File: src/rtl/assert_macros.svh
// Assertion macros shared by the touch filter RTL.
`ifndef ASSERT_MACROS_SVH
`define ASSERT_MACROS_SVH
`ifndef SYNTHESIS
// Check on every rising clk edge, masked while arst_n is low.
`define TFSM_ASSERT(lbl, prop, msg) \
	lbl: assert property (@(posedge clk) disable iff (!arst_n) prop) else $error(msg);
// Check on every rising clk edge, reset included.
`define TFSM_ASSERT_ALWAYS(lbl, prop, msg) \
	lbl: assert property (@(posedge clk) prop) else $error(msg);
`else
`define TFSM_ASSERT(lbl, prop, msg)
`define TFSM_ASSERT_ALWAYS(lbl, prop, msg)
`endif
`endif

File: src/rtl/tfsm_pkg.sv
// Types, constants and register codes of the touch filter and screen mapper.
package tfsm_pkg;

	localparam int RAW_BITS      = 12;
	localparam int SCREEN_WIDTH  = 320;
	localparam int SCREEN_HEIGHT = 240;
	localparam int RAW_MIN       = 30;
	localparam int RAW_MAX       = 4500;

	localparam int CFG_IDX_BITS  = 3;
	localparam int CFG_DATA_BITS = 18;

	localparam int QUEUE_DEPTH   = 4;
	localparam int QPTR_BITS     = $clog2(QUEUE_DEPTH);

	// Gain numerator is alpha_span * 256: 24 bits, one quotient bit per step.
	localparam int DIV_STEPS     = 24;
	localparam int DIV_CNT_BITS  = $clog2(DIV_STEPS);

	typedef enum logic [CFG_IDX_BITS-1:0] {
		REG_ALPHA_FINAL = 3'd0,
		REG_ALPHA_SPAN  = 3'd1,
		REG_DECAY_RATE  = 3'd2,
		REG_SCALE_X     = 3'd3,
		REG_SCALE_Y     = 3'd4,
		REG_OFFSET_X    = 3'd5,
		REG_OFFSET_Y    = 3'd6
	} cfg_reg_t;

	typedef enum logic [1:0] {
		ST_VALID        = 2'd0,
		ST_NO_TOUCH     = 2'd1,
		ST_RAW_RANGE    = 2'd2,
		ST_SCREEN_RANGE = 2'd3
	} status_t;

	// Touch phase of a sample, decided in the front end.
	typedef enum logic [1:0] {
		KIND_RELEASE,
		KIND_START,
		KIND_HOLD
	} kind_t;

	typedef enum logic [3:0] {
		BK_IDLE,
		BK_DEN,
		BK_DIV,
		BK_GAIN,
		BK_EST,
		BK_MAPX,
		BK_MAPY,
		BK_MAPF,
		BK_WRITE
	} back_state_t;

	typedef struct packed {
		logic        [15:0] alpha_final;
		logic        [15:0] alpha_span;
		logic        [15:0] decay_rate;
		logic signed [17:0] scale_x;
		logic signed [17:0] scale_y;
		logic signed [15:0] offset_x;
		logic signed [15:0] offset_y;
	} cfg_t;

	localparam cfg_t CFG_RESET = '{
		alpha_final: 16'd4,
		alpha_span:  16'd23753,
		decay_rate:  16'd1331,
		scale_x:     18'sd5243,
		scale_y:     18'sd5243,
		offset_x:    16'sd0,
		offset_y:    16'sd0
	};

	// One classified sample as it waits between front and back end.
	typedef struct packed {
		kind_t               kind;
		logic [15:0]         count;
		logic [RAW_BITS-1:0] raw_x;
		logic [RAW_BITS-1:0] raw_y;
	} entry_t;

	typedef struct packed {
		logic full;
		logic empty;
	} queue_stat_t;

endpackage

File: src/rtl/tfsm_if.sv
// Handshake interfaces for sample, result and configuration words.
interface tfsm_sample_if
	import tfsm_pkg::*;
();
	logic                valid;
	logic                ready;
	logic                touch_detected;
	logic [RAW_BITS-1:0] raw_x;
	logic [RAW_BITS-1:0] raw_y;

	modport source (output valid, output touch_detected, output raw_x, output raw_y,
		input ready);
	modport sink (input valid, input touch_detected, input raw_x, input raw_y,
		output ready);
endinterface

interface tfsm_result_if
	import tfsm_pkg::*;
();
	logic               valid;
	logic               ready;
	logic        [1:0]  status;
	logic        [8:0]  screen_x;
	logic        [8:0]  screen_y;
	logic signed [15:0] filtered_x;

	modport source (output valid, output status, output screen_x, output screen_y,
		output filtered_x, input ready);
	modport sink (input valid, input status, input screen_x, input screen_y,
		input filtered_x, output ready);
endinterface

interface tfsm_cfg_if
	import tfsm_pkg::*;
();
	logic                     valid;
	logic                     ready;
	logic [CFG_IDX_BITS-1:0]  index;
	logic [CFG_DATA_BITS-1:0] data;

	modport source (output valid, output index, output data, input ready);
	modport sink (input valid, input index, input data, output ready);
endinterface

File: src/rtl/tfsm_front.sv
// Front end: accept samples, track the touch run and classify each sample.
module tfsm_front
	import tfsm_pkg::*;
(
	input  logic         clk,
	input  logic         arst_n,
	tfsm_sample_if.sink  sample,
	input  queue_stat_t  q_stat,
	output logic         push,
	output entry_t       push_entry
);

	logic        touch_active_q;
	logic [15:0] sample_count_q;
	logic [15:0] count_next;

	assign sample.ready = !q_stat.full;
	assign push         = sample.valid && sample.ready;

	// Saturating run length; a new touch restarts at zero.
	always_comb begin
		if (!touch_active_q)
			count_next = '0;
		else if (sample_count_q == 16'hFFFF)
			count_next = sample_count_q;
		else
			count_next = sample_count_q + 16'd1;
	end

	always_comb begin
		push_entry.raw_x = sample.raw_x;
		push_entry.raw_y = sample.raw_y;
		push_entry.count = count_next;
		if (!sample.touch_detected)
			push_entry.kind = KIND_RELEASE;
		else if (touch_active_q)
			push_entry.kind = KIND_HOLD;
		else
			push_entry.kind = KIND_START;
	end

	always_ff @(posedge clk or negedge arst_n) begin
		if (!arst_n) begin
			touch_active_q <= 1'b0;
			sample_count_q <= '0;
		end else if (push) begin
			if (sample.touch_detected) begin
				sample_count_q <= count_next;
				touch_active_q <= 1'b1;
			end else begin
				touch_active_q <= 1'b0;
			end
		end
	end

endmodule

File: src/rtl/tfsm_queue.sv
// Short queue of classified samples between front and back end.
module tfsm_queue
	import tfsm_pkg::*;
(
	input  logic        clk,
	input  logic        arst_n,
	input  logic        push,
	input  entry_t      push_entry,
	input  logic        pop,
	output entry_t      head,
	output queue_stat_t stat
);

	entry_t               mem_q [QUEUE_DEPTH];
	logic [QPTR_BITS-1:0] wr_ptr_q;
	logic [QPTR_BITS-1:0] rd_ptr_q;
	logic [QPTR_BITS:0]   fill_q;

	assign head       = mem_q[rd_ptr_q];
	assign stat.full  = (fill_q == (QPTR_BITS+1)'(QUEUE_DEPTH));
	assign stat.empty = (fill_q == '0);

	always_ff @(posedge clk) begin
		if (push)
			mem_q[wr_ptr_q] <= push_entry;
	end

	always_ff @(posedge clk or negedge arst_n) begin
		if (!arst_n) begin
			wr_ptr_q <= '0;
			rd_ptr_q <= '0;
			fill_q   <= '0;
		end else begin
			if (push)
				wr_ptr_q <= wr_ptr_q + 1'b1;
			if (pop)
				rd_ptr_q <= rd_ptr_q + 1'b1;
			unique case ({push, pop})
				2'b10:   fill_q <= fill_q + 1'b1;
				2'b01:   fill_q <= fill_q - 1'b1;
				default: fill_q <= fill_q;
			endcase
		end
	end

endmodule

File: src/rtl/tfsm_back.sv
// Back end: gain division, smoothing and screen mapping on one shared multiplier.
module tfsm_back
	import tfsm_pkg::*;
(
	input  logic          clk,
	input  logic          arst_n,
	input  cfg_t          cfg,
	input  entry_t        head,
	input  queue_stat_t   q_stat,
	output logic          pop,
	tfsm_result_if.source result
);

	back_state_t state_q, state_d;

	logic [15:0]           n_q;
	logic [RAW_BITS-1:0]   rx_q;
	logic [RAW_BITS-1:0]   ry_q;
	logic signed [15:0]    est_q;

	logic signed [17:0]    mul_a, mul_b;
	logic signed [35:0]    prod_q;

	logic [32:0]           rem_q;
	logic [23:0]           num_q;
	logic [23:0]           quo_q;
	logic [DIV_CNT_BITS-1:0] cnt_q;

	logic [32:0]           den;
	logic [33:0]           trial;
	logic                  qbit;
	logic [32:0]           rem_next;
	logic [16:0]           alpha;
	logic signed [17:0]    diff;
	logic signed [36:0]    acc;
	logic signed [24:0]    est_wide;
	logic signed [15:0]    est_sat;
	logic                  raw_bad;
	logic signed [20:0]    sx_q, sx_d, sy_d;

	logic [1:0]            status_q;
	logic [8:0]            scr_x_q, scr_y_q;

	logic                  res_valid_q;
	logic [1:0]            res_status_q;
	logic [8:0]            res_x_q, res_y_q;
	logic signed [15:0]    res_est_q;
	logic                  out_free;

	// Truncating divide by 65536 of coord * scale - offset * 4096.
	function automatic logic signed [20:0] map_div(input logic signed [35:0] p,
		input logic signed [15:0] off);
		logic signed [36:0] q;
		logic signed [36:0] b;
		q = 37'(p) - 37'($signed({off, 12'h000}));
		b = q[36] ? 37'sd65535 : 37'sd0;
		q = q + b;
		return q[36:16];
	endfunction

	function automatic logic [8:0] clamp9(input logic signed [20:0] v);
		if (v[20])
			return 9'd0;
		else if (v > 21'sd511)
			return 9'd511;
		else
			return v[8:0];
	endfunction

	assign out_free = !res_valid_q || result.ready;

	// Restoring divider step.
	assign den      = {1'b0, prod_q[31:0]} + 33'd256;
	assign trial    = {rem_q, num_q[23]};
	assign qbit     = (trial >= {1'b0, den});
	assign rem_next = qbit ? 33'(trial - {1'b0, den}) : trial[32:0];

	assign alpha = {1'b0, cfg.alpha_final} + {1'b0, quo_q[15:0]};
	assign diff  = $signed(18'(rx_q)) - 18'(est_q);

	// Truncate toward zero, then saturate to 16 bits.
	always_comb begin
		acc = 37'($signed({est_q, 12'h000})) + 37'(prod_q);
		if (acc[36])
			acc = acc + 37'sd4095;
		est_wide = acc[36:12];
		if (est_wide > 25'sd32767)
			est_sat = 16'sh7FFF;
		else if (est_wide < -25'sd32768)
			est_sat = 16'sh8000;
		else
			est_sat = est_wide[15:0];
	end

	assign raw_bad = (est_q > $signed(16'(RAW_MAX))) || (est_q < $signed(16'(RAW_MIN)))
		|| (17'(ry_q) > 17'(RAW_MAX)) || (17'(ry_q) < 17'(RAW_MIN));

	assign sx_d = map_div(prod_q, cfg.offset_x);
	assign sy_d = map_div(prod_q, cfg.offset_y);

	always_comb begin
		state_d = state_q;
		pop     = 1'b0;
		mul_a   = '0;
		mul_b   = '0;
		unique case (state_q)
			BK_IDLE: begin
				if (!q_stat.empty) begin
					pop = 1'b1;
					state_d = (head.kind == KIND_RELEASE) ? BK_WRITE : BK_DEN;
				end
			end
			BK_DEN: begin
				mul_a = $signed(18'(cfg.decay_rate));
				mul_b = $signed(18'(n_q));
				state_d = BK_DIV;
			end
			BK_DIV: begin
				if (cnt_q == DIV_CNT_BITS'(DIV_STEPS - 1))
					state_d = BK_GAIN;
			end
			BK_GAIN: begin
				mul_a = $signed(18'(alpha));
				mul_b = diff;
				state_d = BK_EST;
			end
			BK_EST: begin
				state_d = BK_MAPX;
			end
			BK_MAPX: begin
				mul_a = 18'(est_q);
				mul_b = cfg.scale_x;
				state_d = raw_bad ? BK_WRITE : BK_MAPY;
			end
			BK_MAPY: begin
				mul_a = $signed(18'(ry_q));
				mul_b = cfg.scale_y;
				state_d = BK_MAPF;
			end
			BK_MAPF: begin
				state_d = BK_WRITE;
			end
			BK_WRITE: begin
				if (out_free)
					state_d = BK_IDLE;
			end
			default: state_d = BK_IDLE;
		endcase
	end

	always_ff @(posedge clk or negedge arst_n) begin
		if (!arst_n)
			state_q <= BK_IDLE;
		else
			state_q <= state_d;
	end

	always_ff @(posedge clk or negedge arst_n) begin
		if (!arst_n)
			est_q <= '0;
		else if (state_q == BK_IDLE && pop && head.kind == KIND_START)
			est_q <= '0;
		else if (state_q == BK_EST)
			est_q <= est_sat;
	end

	// Datapath registers.
	always_ff @(posedge clk) begin
		unique case (state_q)
			BK_DEN, BK_GAIN, BK_MAPX, BK_MAPY: prod_q <= mul_a * mul_b;
			default: prod_q <= prod_q;
		endcase
		unique case (state_q)
			BK_IDLE: begin
				n_q      <= head.count;
				rx_q     <= head.raw_x;
				ry_q     <= head.raw_y;
				status_q <= ST_NO_TOUCH;
				scr_x_q  <= '0;
				scr_y_q  <= '0;
			end
			BK_DEN: begin
				rem_q <= '0;
				num_q <= {cfg.alpha_span, 8'h00};
				quo_q <= '0;
				cnt_q <= '0;
			end
			BK_DIV: begin
				rem_q <= rem_next;
				num_q <= {num_q[22:0], 1'b0};
				quo_q <= {quo_q[22:0], qbit};
				cnt_q <= cnt_q + 1'b1;
			end
			BK_MAPX: begin
				status_q <= ST_RAW_RANGE;
				scr_x_q  <= '0;
				scr_y_q  <= '0;
			end
			BK_MAPY: begin
				sx_q <= sx_d;
			end
			BK_MAPF: begin
				if (sx_q[20] || sx_q > $signed(21'(SCREEN_WIDTH))
					|| sy_d[20] || sy_d > $signed(21'(SCREEN_HEIGHT)))
					status_q <= ST_SCREEN_RANGE;
				else
					status_q <= ST_VALID;
				scr_x_q <= clamp9(sx_q);
				scr_y_q <= clamp9(sy_d);
			end
			default: ;
		endcase
	end

	// Output register: hold the word until the sink takes it.
	always_ff @(posedge clk or negedge arst_n) begin
		if (!arst_n)
			res_valid_q <= 1'b0;
		else if (state_q == BK_WRITE && out_free)
			res_valid_q <= 1'b1;
		else if (result.ready)
			res_valid_q <= 1'b0;
	end

	always_ff @(posedge clk) begin
		if (state_q == BK_WRITE && out_free) begin
			res_status_q <= status_q;
			res_x_q      <= scr_x_q;
			res_y_q      <= scr_y_q;
			res_est_q    <= est_q;
		end
	end

	assign result.valid      = res_valid_q;
	assign result.status     = res_status_q;
	assign result.screen_x   = res_x_q;
	assign result.screen_y   = res_y_q;
	assign result.filtered_x = res_est_q;

endmodule

File: src/rtl/touch_filter_and_screen_mapper_unit.sv
// Top level of the touch filter and screen mapper: config registers and wiring.
// A touched sample runs the back end states from DEN to WRITE; a released sample goes
// straight to WRITE; a touched sample with raw coordinates out of range skips from
// MAPX to WRITE. The back end pops a new sample only once the last is written; its
// 24-step radix-2 gain divider shares the back end's single 18x18 multiplier.
// Reset: arst_n clears the touch run, the estimate, the queue and the output word,
// and returns all configuration registers to their defaults.
`include "assert_macros.svh"

module touch_filter_and_screen_mapper_unit
	import tfsm_pkg::*;
(
	input  logic          clk,
	input  logic          arst_n,
	tfsm_sample_if.sink   sample,
	tfsm_result_if.source result,
	tfsm_cfg_if.sink      cfg
);

	cfg_t        cfg_q;
	logic        q_push;
	logic        q_pop;
	entry_t      q_in;
	entry_t      q_head;
	queue_stat_t q_stat;

	// Configuration writes are always accepted and registered; writes past the list are dropped.
	assign cfg.ready = 1'b1;

	always_ff @(posedge clk or negedge arst_n) begin
		if (!arst_n) begin
			cfg_q <= CFG_RESET;
		end else if (cfg.valid) begin
			unique case (cfg.index)
				REG_ALPHA_FINAL: cfg_q.alpha_final <= cfg.data[15:0];
				REG_ALPHA_SPAN:  cfg_q.alpha_span  <= cfg.data[15:0];
				REG_DECAY_RATE:  cfg_q.decay_rate  <= cfg.data[15:0];
				REG_SCALE_X:     cfg_q.scale_x     <= $signed(cfg.data[17:0]);
				REG_SCALE_Y:     cfg_q.scale_y     <= $signed(cfg.data[17:0]);
				REG_OFFSET_X:    cfg_q.offset_x    <= $signed(cfg.data[15:0]);
				REG_OFFSET_Y:    cfg_q.offset_y    <= $signed(cfg.data[15:0]);
				default: ;
			endcase
		end
	end

	// Front end: accept and classify the sample, keep the touch run length.
	tfsm_front u_front (
		.clk        (clk),
		.arst_n     (arst_n),
		.sample     (sample),
		.q_stat     (q_stat),
		.push       (q_push),
		.push_entry (q_in)
	);

	// Decoupling queue so the sample port keeps flowing while the back end divides.
	tfsm_queue u_queue (
		.clk        (clk),
		.arst_n     (arst_n),
		.push       (q_push),
		.push_entry (q_in),
		.pop        (q_pop),
		.head       (q_head),
		.stat       (q_stat)
	);

	// Back end: gain, smoothing, range checks and mapping, then the output word.
	tfsm_back u_back (
		.clk    (clk),
		.arst_n (arst_n),
		.cfg    (cfg_q),
		.head   (q_head),
		.q_stat (q_stat),
		.pop    (q_pop),
		.result (result)
	);

	`TFSM_ASSERT(a_push_not_full, q_push |-> !q_stat.full, "sample pushed into a full queue")
	`TFSM_ASSERT(a_pop_not_empty, q_pop |-> !q_stat.empty, "pop from an empty queue")
	`TFSM_ASSERT(a_zero_screen, result.valid && (result.status == ST_NO_TOUCH || result.status == ST_RAW_RANGE) |-> result.screen_x == 9'd0 && result.screen_y == 9'd0, "screen coordinates not zero for a rejected sample")
	`TFSM_ASSERT_ALWAYS(a_reset_quiet, !arst_n |=> !result.valid && q_stat.empty, "output or queue not cleared in reset")

endmodule
File: src/flat_wrapper.sv
// flat-port wrapper written by rule: the top's interface ports become plain ports
module touch_filter_and_screen_mapper_unit_flat import tfsm_pkg::*;
  (clk, arst_n, sample_valid, sample_touch_detected, sample_raw_x, sample_raw_y, sample_ready, result_valid, result_status, result_screen_x, result_screen_y, result_filtered_x, result_ready, cfg_valid, cfg_index, cfg_data, cfg_ready);
  tfsm_sample_if sample_i ();
  tfsm_result_if result_i ();
  tfsm_cfg_if cfg_i ();
  input  logic clk;
  input  logic arst_n;
  input wire logic [$bits(sample_i.valid)-1:0] sample_valid;
  input wire logic [$bits(sample_i.touch_detected)-1:0] sample_touch_detected;
  input wire logic [$bits(sample_i.raw_x)-1:0] sample_raw_x;
  input wire logic [$bits(sample_i.raw_y)-1:0] sample_raw_y;
  output wire logic [$bits(sample_i.ready)-1:0] sample_ready;
  output wire logic [$bits(result_i.valid)-1:0] result_valid;
  output wire logic [$bits(result_i.status)-1:0] result_status;
  output wire logic [$bits(result_i.screen_x)-1:0] result_screen_x;
  output wire logic [$bits(result_i.screen_y)-1:0] result_screen_y;
  output wire logic [$bits(result_i.filtered_x)-1:0] result_filtered_x;
  input wire logic [$bits(result_i.ready)-1:0] result_ready;
  input wire logic [$bits(cfg_i.valid)-1:0] cfg_valid;
  input wire logic [$bits(cfg_i.index)-1:0] cfg_index;
  input wire logic [$bits(cfg_i.data)-1:0] cfg_data;
  output wire logic [$bits(cfg_i.ready)-1:0] cfg_ready;
  assign sample_i.valid = sample_valid;
  assign sample_i.touch_detected = sample_touch_detected;
  assign sample_i.raw_x = sample_raw_x;
  assign sample_i.raw_y = sample_raw_y;
  assign sample_ready = sample_i.ready;
  assign result_valid = result_i.valid;
  assign result_status = result_i.status;
  assign result_screen_x = result_i.screen_x;
  assign result_screen_y = result_i.screen_y;
  assign result_filtered_x = result_i.filtered_x;
  assign result_i.ready = result_ready;
  assign cfg_i.valid = cfg_valid;
  assign cfg_i.index = cfg_index;
  assign cfg_i.data = cfg_data;
  assign cfg_ready = cfg_i.ready;
  touch_filter_and_screen_mapper_unit u_core (.clk(clk), .arst_n(arst_n), .sample(sample_i), .result(result_i), .cfg(cfg_i));
endmodule
File: config.mk
export PLATFORM = sky130hd
export DESIGN_NAME = touch_filter_and_screen_mapper_unit_flat
export DESIGN_NICKNAME = d
export VERILOG_FILES = /design/src/rtl/tfsm_pkg.sv /design/src/rtl/tfsm_if.sv /design/src/rtl/tfsm_front.sv /design/src/rtl/tfsm_queue.sv /design/src/rtl/tfsm_back.sv /design/src/rtl/touch_filter_and_screen_mapper_unit.sv /design/src/flat_wrapper.sv
export VERILOG_INCLUDE_DIRS = /design/src /design/src/rtl
export SDC_FILE = /design/constraint.sdc
export NUM_CORES = 2
export LEC_CHECK = 0
export CAP_MARGIN = 5
export CORE_MARGIN = 10
export CORE_UTILIZATION = 40
export CTS_CLUSTER_DIAMETER = 150
export CTS_CLUSTER_SIZE = 10
export DETAILED_ROUTE_END_ITERATION = 8
export DONT_BUFFER_PORTS = 1
export MAX_ROUTING_LAYER = met4
export PLACE_DENSITY = 0.64
export SLEW_MARGIN = 20
export SYNTH_ARGS = -nofsm -noshare
export SYNTH_HDL_FRONTEND = slang
export SYNTH_SLANG_ARGS = --single-unit
File: constraint.sdc
create_clock -name clk -period 8.4 [get_ports clk]
set_clock_uncertainty 0.2 [all_clocks]
set_input_delay 0.84 -clock clk [delete_from_list [all_inputs] [get_ports clk]]
set_output_delay 0.84 -clock clk [all_outputs]
set_load 0.01 [all_outputs]
# Word level (Yosys, flattened, before mapping)
# Memory sizes are Yosys's and may differ from the RTL's.
# Index checks and enable logic that the tools add are counted.
dict set report word_totals {
  latch_bits 0
  in_bits 51
  rom_bits 0
  word_cells 155
  mem_bits_rw 168
  reg_bits 392
  out_inout_bits 39
  memories 1
}
dict set report op_classes {
  n_reduce_logical 33
  eq_ne 23
  mul 1
  add_sub_neg 16
  shift 0
  magnitude_cmp 10
  n_bitwise 0
  muxes 40
  n_div 0
}
# memory depth width rd rd_clocked_by_memory_dff wr line
set mem_list {}
lappend mem_list {u_core.u_queue.mem_q 4 42 1 0 1 tfsm_queue.sv:14} ;# entry_t mem_q [QUEUE_DEPTH];
# op count
set ops {}
lappend ops {{case mux 18 bit (4 select lines)} 2}
lappend ops {{2-to-1 mux 16 bit} 8}
lappend ops {{adder 37 x 17 -> 37 bit} 2}
lappend ops {{subtractor 36 x 28 -> 37 bit} 2}
lappend ops {{case mux 33 bit (2 select lines)} 1}
lappend ops {{greater-than comparator 21 x 10 -> 1 bit (second input constant)} 3}
lappend ops {{case mux 24 bit (2 select lines)} 1}
lappend ops {{adder 28 x 36 -> 37 bit} 1}
lappend ops {{adder 37 x 13 -> 37 bit (second input constant)} 1}
lappend ops {{2-to-1 mux 37 bit} 1}
lappend ops {{multiplier 18 x 18 -> 36 bit} 1}
lappend ops {{2-to-1 mux 9 bit} 4}
lappend ops {{case mux 4 bit (9 select lines)} 1}
lappend ops {{case mux 9 bit (2 select lines)} 2}
lappend ops {{greater-or-equal comparator 34 x 33 -> 1 bit} 1}
lappend ops {{adder 32 x 9 -> 33 bit (second input constant)} 1}
lappend ops {{2-to-1 mux 33 bit} 1}
lappend ops {{subtractor 33 bit} 1}
lappend ops {{case mux 16 bit (2 select lines)} 1}
lappend ops {{greater-than comparator 25 x 16 -> 1 bit (second input constant)} 1}
lappend ops {{less-than comparator 25 x 16 -> 1 bit (second input constant)} 1}
lappend ops {{greater-than comparator 21 x 9 -> 1 bit (second input constant)} 1}
lappend ops {{2-to-1 mux 4 bit} 5}
lappend ops {{adder 16 x 16 -> 17 bit} 1}
lappend ops {{38 further kinds} 79}

# Depth between registers and ports, before layout
dict set report depth {
  depth_word 8
  mapped_depth 37
  mapped_depth_nobuf 37
}

# Modules after synthesis
# Synthesis repeated with hierarchy kept, for this count alone.
dict set report hier_totals {
  hier_cells 4062
  hier_area_um2 43427.9
}
# module area_per_inst_um2 instances seq_area_each_um2 cells_each
set modules_own_cells {}
lappend modules_own_cells {tfsm_back 30937.2 1 7221.9 3368}
lappend modules_own_cells {tfsm_queue 6516.2 1 5220.0 257}
lappend modules_own_cells {touch_filter_and_screen_mapper_unit 4523.1 1 2941.6 255}
lappend modules_own_cells {tfsm_front 1451.4 1 425.4 182}

# Worst setup path before layout
# No wires, ideal clock.
dict set report synth_timing {
  path_kind {register -> register}
  startpoint {register u_core.u_back.quo_q[0]}
  endpoint {register u_core.u_back.prod_q[33], data pin}
  stages_incl_launch_ff 36
  setup_time_ns 0.271
  period_less_slack_ns 9.074
  arrival_time_ns 8.603
  setup_slack_ns -0.674
  cell_sequence {edfxtp_1 > ha_1 > fa_1 > a21o_1 > a21oi_1 > o21bai_1 > a21oi_1 > o21bai_1 > a21oi_1 > nor2b_1 > o21ai_0 > nand2_1 > a31oi_1 > nor2_1 > fa_1 > inv_1 > fa_1 > fa_1 > fa_1 > inv_1 > fa_1 > inv_1 > fa_1 > inv_1 > ha_1 > a21o_1 > a2111oi_0 > and2_1 > a221o_1 > o211ai_1 > o211ai_1 > a311oi_1 > o21a_1 > o21ai_0 > mux2i_1 > o221ai_1}
}
dict set report synth_via {
  elab_chain_len 3
}
# item line
set synth_rtl {}
lappend synth_rtl {{start: declaration} tfsm_back.sv:26} ;# logic [23:0] quo_q;
lappend synth_rtl {{start signal: assignment} tfsm_back.sv:191} ;# quo_q <= {quo_q[22:0], qbit};
lappend synth_rtl {{adder 16 x 16 -> 17 bit} tfsm_back.sv:78} ;# assign alpha = {1'b0, cfg.alpha_final} + {1'b0, quo_q[15:0]};
lappend synth_rtl {{case mux 18 bit (4 select lines)} tfsm_back.sv:106} ;# unique case (state_q)
lappend synth_rtl {{multiplier 18 x 18 -> 36 bit} tfsm_back.sv:170} ;# BK_DEN, BK_GAIN, BK_MAPX, BK_MAPY: prod_q <= mul_a * mul_b;
lappend synth_rtl {{end signal: assignment} tfsm_back.sv:170}
lappend synth_rtl {{end signal: assignment} tfsm_back.sv:171} ;# default: prod_q <= prod_q;
lappend synth_rtl {{end: declaration} tfsm_back.sv:22} ;# logic signed [35:0] prod_q;
# Every way passes these cells.
# A chain may end at the register's enable or synchronous reset.

# Worst setup path in the final report
# Same ends and word-level chain as after synthesis.

==> impl_metrics.json <==
{
  "ys.flop_type": "edfxtp_1",
  "htree_levels": 2,
  "drc": 0,
  "finalCritPeriodShare_pct": 105,
  "fin_crit_ns": 8.80,
  "yosys.cell_types.count": 96,
  "port_buffers": 0,
  "place_ws_ns": -0.592,
  "r2r-end": "u_core.u_back.prod_q[33]",
  "synth_area_leaders": "edfxtp_1 (27%), fa_1 (15%), ha_1 (7.6%), dfrtp_1 (7.5%), inv_1 (4.4%)",
  "max_stage_delay_ns": 0.60,
  "final-setup-viol-count": 8,
  "routed_wl_um": 127000,
  "dp_hpwl_um": 98300,
  "finish.utilization_pct": 46.0,
  "io_pins": 90,
  "grt_pass1_wl_um": 194000,
  "first_global_vias": 32100,
  "root_buffer": "clkbuf_16",
  "crit_top_cell": "fa_1",
  "ant_nets": 0,
  "critPathTopFamily": "adder cells",
  "top_layer": "met4",
  "drive_above_1_share_pct": 17.0,
  "grt_util_all_layers_pct": 21.1,
  "wl_met3_um": 10000,
  "dieArea_um2": 122000,
  "violations": "negative hold slack, negative setup slack",
  "syn_area_um2": 43400,
  "nFillCells": 9956,
  "cp-end-kind": "register",
  "antenna_found_initial": 14,
  "report.final.slew_viol_count": 0,
  "max_freq_mhz": 114,
  "seqCellArea_um2": 15800,
  "async_flop_share_pct": 29.2,
  "postSynthCellCount": 4103,
  "start_util_pct": 40.4,
  "dr_wl_met2_um": 57300,
  "cts_inserted_buffers": 61,
  "reg2reg_from": "u_core.u_back.quo_q[0]",
  "cts.clk_slew.worst_paths_ns": 0.06,
  "synth_seq_cells": 552,
  "synth_edf_count": 391,
  "place_congestion": 1.00,
  "clockBufferDepth": 3,
  "cp_num_buf_inv": 7,
  "synth_top_area_share_pct": 27.0,
  "vias": 32100,
  "multi_input_area_um2": 25800,
  "drv_cap": 0,
  "coreArea_um2": 108000,
  "syn_nets": 4755,
  "yosys-top-cells-count": "inv_1 (513), edfxtp_1 (391), fa_1 (336)",
  "gr-total-overflow": 0,
  "yosysTopAreaCell": "edfxtp_1",
  "status": "finished, violations left",
  "slowest_stage": "fa_1",
  "drt-met1-wl_um": 55400,
  "worst_skew_pair.late_latency_ns": 0.66,
  "tightest_slew_ns": 1.15,
  "num-nets-final": 4970,
  "cts_tree": "built",
  "timing.final.ws_setup_ns": -0.399,
  "area_delta_synth_final_pct": 13.9,
  "avgRoutedWirePerCell_um": 22.0,
  "viasPerCell": 5.54,
  "rrSetupSlack_ns": -0.40,
  "fin_worst_hold_slack_ns": -0.0242,
  "synth_warnings": 0,
  "syn_area_per_cell_um2": 10.6,
  "cts_sinks": 552,
  "required_ns": 8.57,
  "crit_path_start_kind": "register",
  "drt_iter0_drc": 2942,
  "final_hold_viol_count": 6,
  "worst-setup-path-type": "reg2reg",
  "die_y_um": 350,
  "ys_seq_area_share_pct": 36.4,
  "slew_headroom_pct": 23.1,
  "worstRegToRegCells": 36,
  "cp.arrival_ns": 8.97,
  "rsz0062_at_grt": "true",
  "worstHoldPathType": "in2async",
  "rows": 120,
  "yosysMostFrequentCell": "inv_1",
  "die_width_um": 350,
  "crit_fanout": 7,
  "dr.pass1.iters": 7,
  "grt_max_degree": 162
}
cells by family after synthesis:
group	share of synthesized area (%)
DFF	36.4
buffers and inverters	5.68
adders and majority gates	23.1
xor gates and xnor gates	4.21
AOI/OAI and AO/OA	11.6
muxes	6.08
other	0.00863
and+or+nand+nor	13.0
per-stage QoR:
step	TNS [ns]	std cells	area, um^2
after global routing	-5.19	5788	49500
after CTS	-1.55	5755	48900
after floorplan	-0.0952	4103	43600
after detailed placement	-3.18	5626	46800
after global placement	-2.48	5626	46800
final	-1.59	5790	49500
layer usage:
metal | vias to the layer above | GRT usage, %
met2 | 1123 | 32.5
met4 | 0 | 7.36
met3 | 213 | 3.70
li1 | 14800 | -
met1 | 15900 | 28.0
met5 | - | -
layout make-up:
class	count	share of cell area [%]
sequential	552	32.0
clock buffer	111	3.47
inverter	513	3.89
timing repair buffer	291	4.71
antenna	17	0.0860
clock inverter	4	0.172
multi-input combinational	2899	52.2
tap	1403	3.55
worst max path at each step:
stage | from | to | slack [ns] | cells past startpoint
finish | u_core.u_back.quo_q[0] | u_core.u_back.prod_q[33] | -0.40 | 36
global route | u_core.u_back.quo_q[0] | u_core.u_back.prod_q[33] | -0.71 | 37
CTS | u_core.u_back.quo_q[0] | u_core.u_back.prod_q[33] | -0.41 | 36
detailed placement | u_core.u_back.rx_q[0] | u_core.u_back.prod_q[33] | -0.59 | 37
global placement | u_core.u_back.rx_q[0] | u_core.u_back.prod_q[33] | -0.47 | 37
floorplan | u_core.u_back.quo_q[0] | u_core.u_back.prod_q[33] | -0.1 | 34
flip-flops by register name, summed over array words and instances (netlist names), 21 cells and up:
signal / count
u_core.cfg_q: 116
u_core.u_back.rem_q: 33
u_core.u_back.sx_q: 21
u_core.u_queue.mem_q: 168
u_core.u_back.prod_q: 36
cells in the final DEF (no fill, tap or decap), drive strengths merged, types with 31 or more instances in the layout:
cell type | netlist | routed
buf | 19 | 291
and3 | 39 | 39
fa | 336 | 336
o21ai | 160 | 160
nor3 | 62 | 62
nand3 | 93 | 93
ha | 265 | 265
mux2 | 138 | 138
nand4 | 44 | 44
dfrtp | 130 | 130
o21a | 45 | 45
nor2b | 35 | 35
or3 | 33 | 33
nor2 | 283 | 283
a21oi | 198 | 198
a211oi | 39 | 39
nand2 | 326 | 326
clkbuf | 120 | 111
dfstp | 31 | 31
edfxtp | 391 | 391
xor2 | 74 | 74
mux4 | 42 | 42
inv | 513 | 514
and2 | 58 | 58
xnor2 | 135 | 135
a21o | 75 | 75
nand2b | 63 | 63
what timing repair did:
action                     4_1_cts  5_1_grt
buffers inserted                13       21
pin swaps                       43       86
hold buffers                     1        0
gates resized for setup         42      102
hold endpoints to repair       161        0
gates cloned                     0        0
setup endpoints to repair       12       17
Power is left out: the tool's default activity adds up to more than one toggle a clock period on the data nets, which glitch-free logic cannot reach.
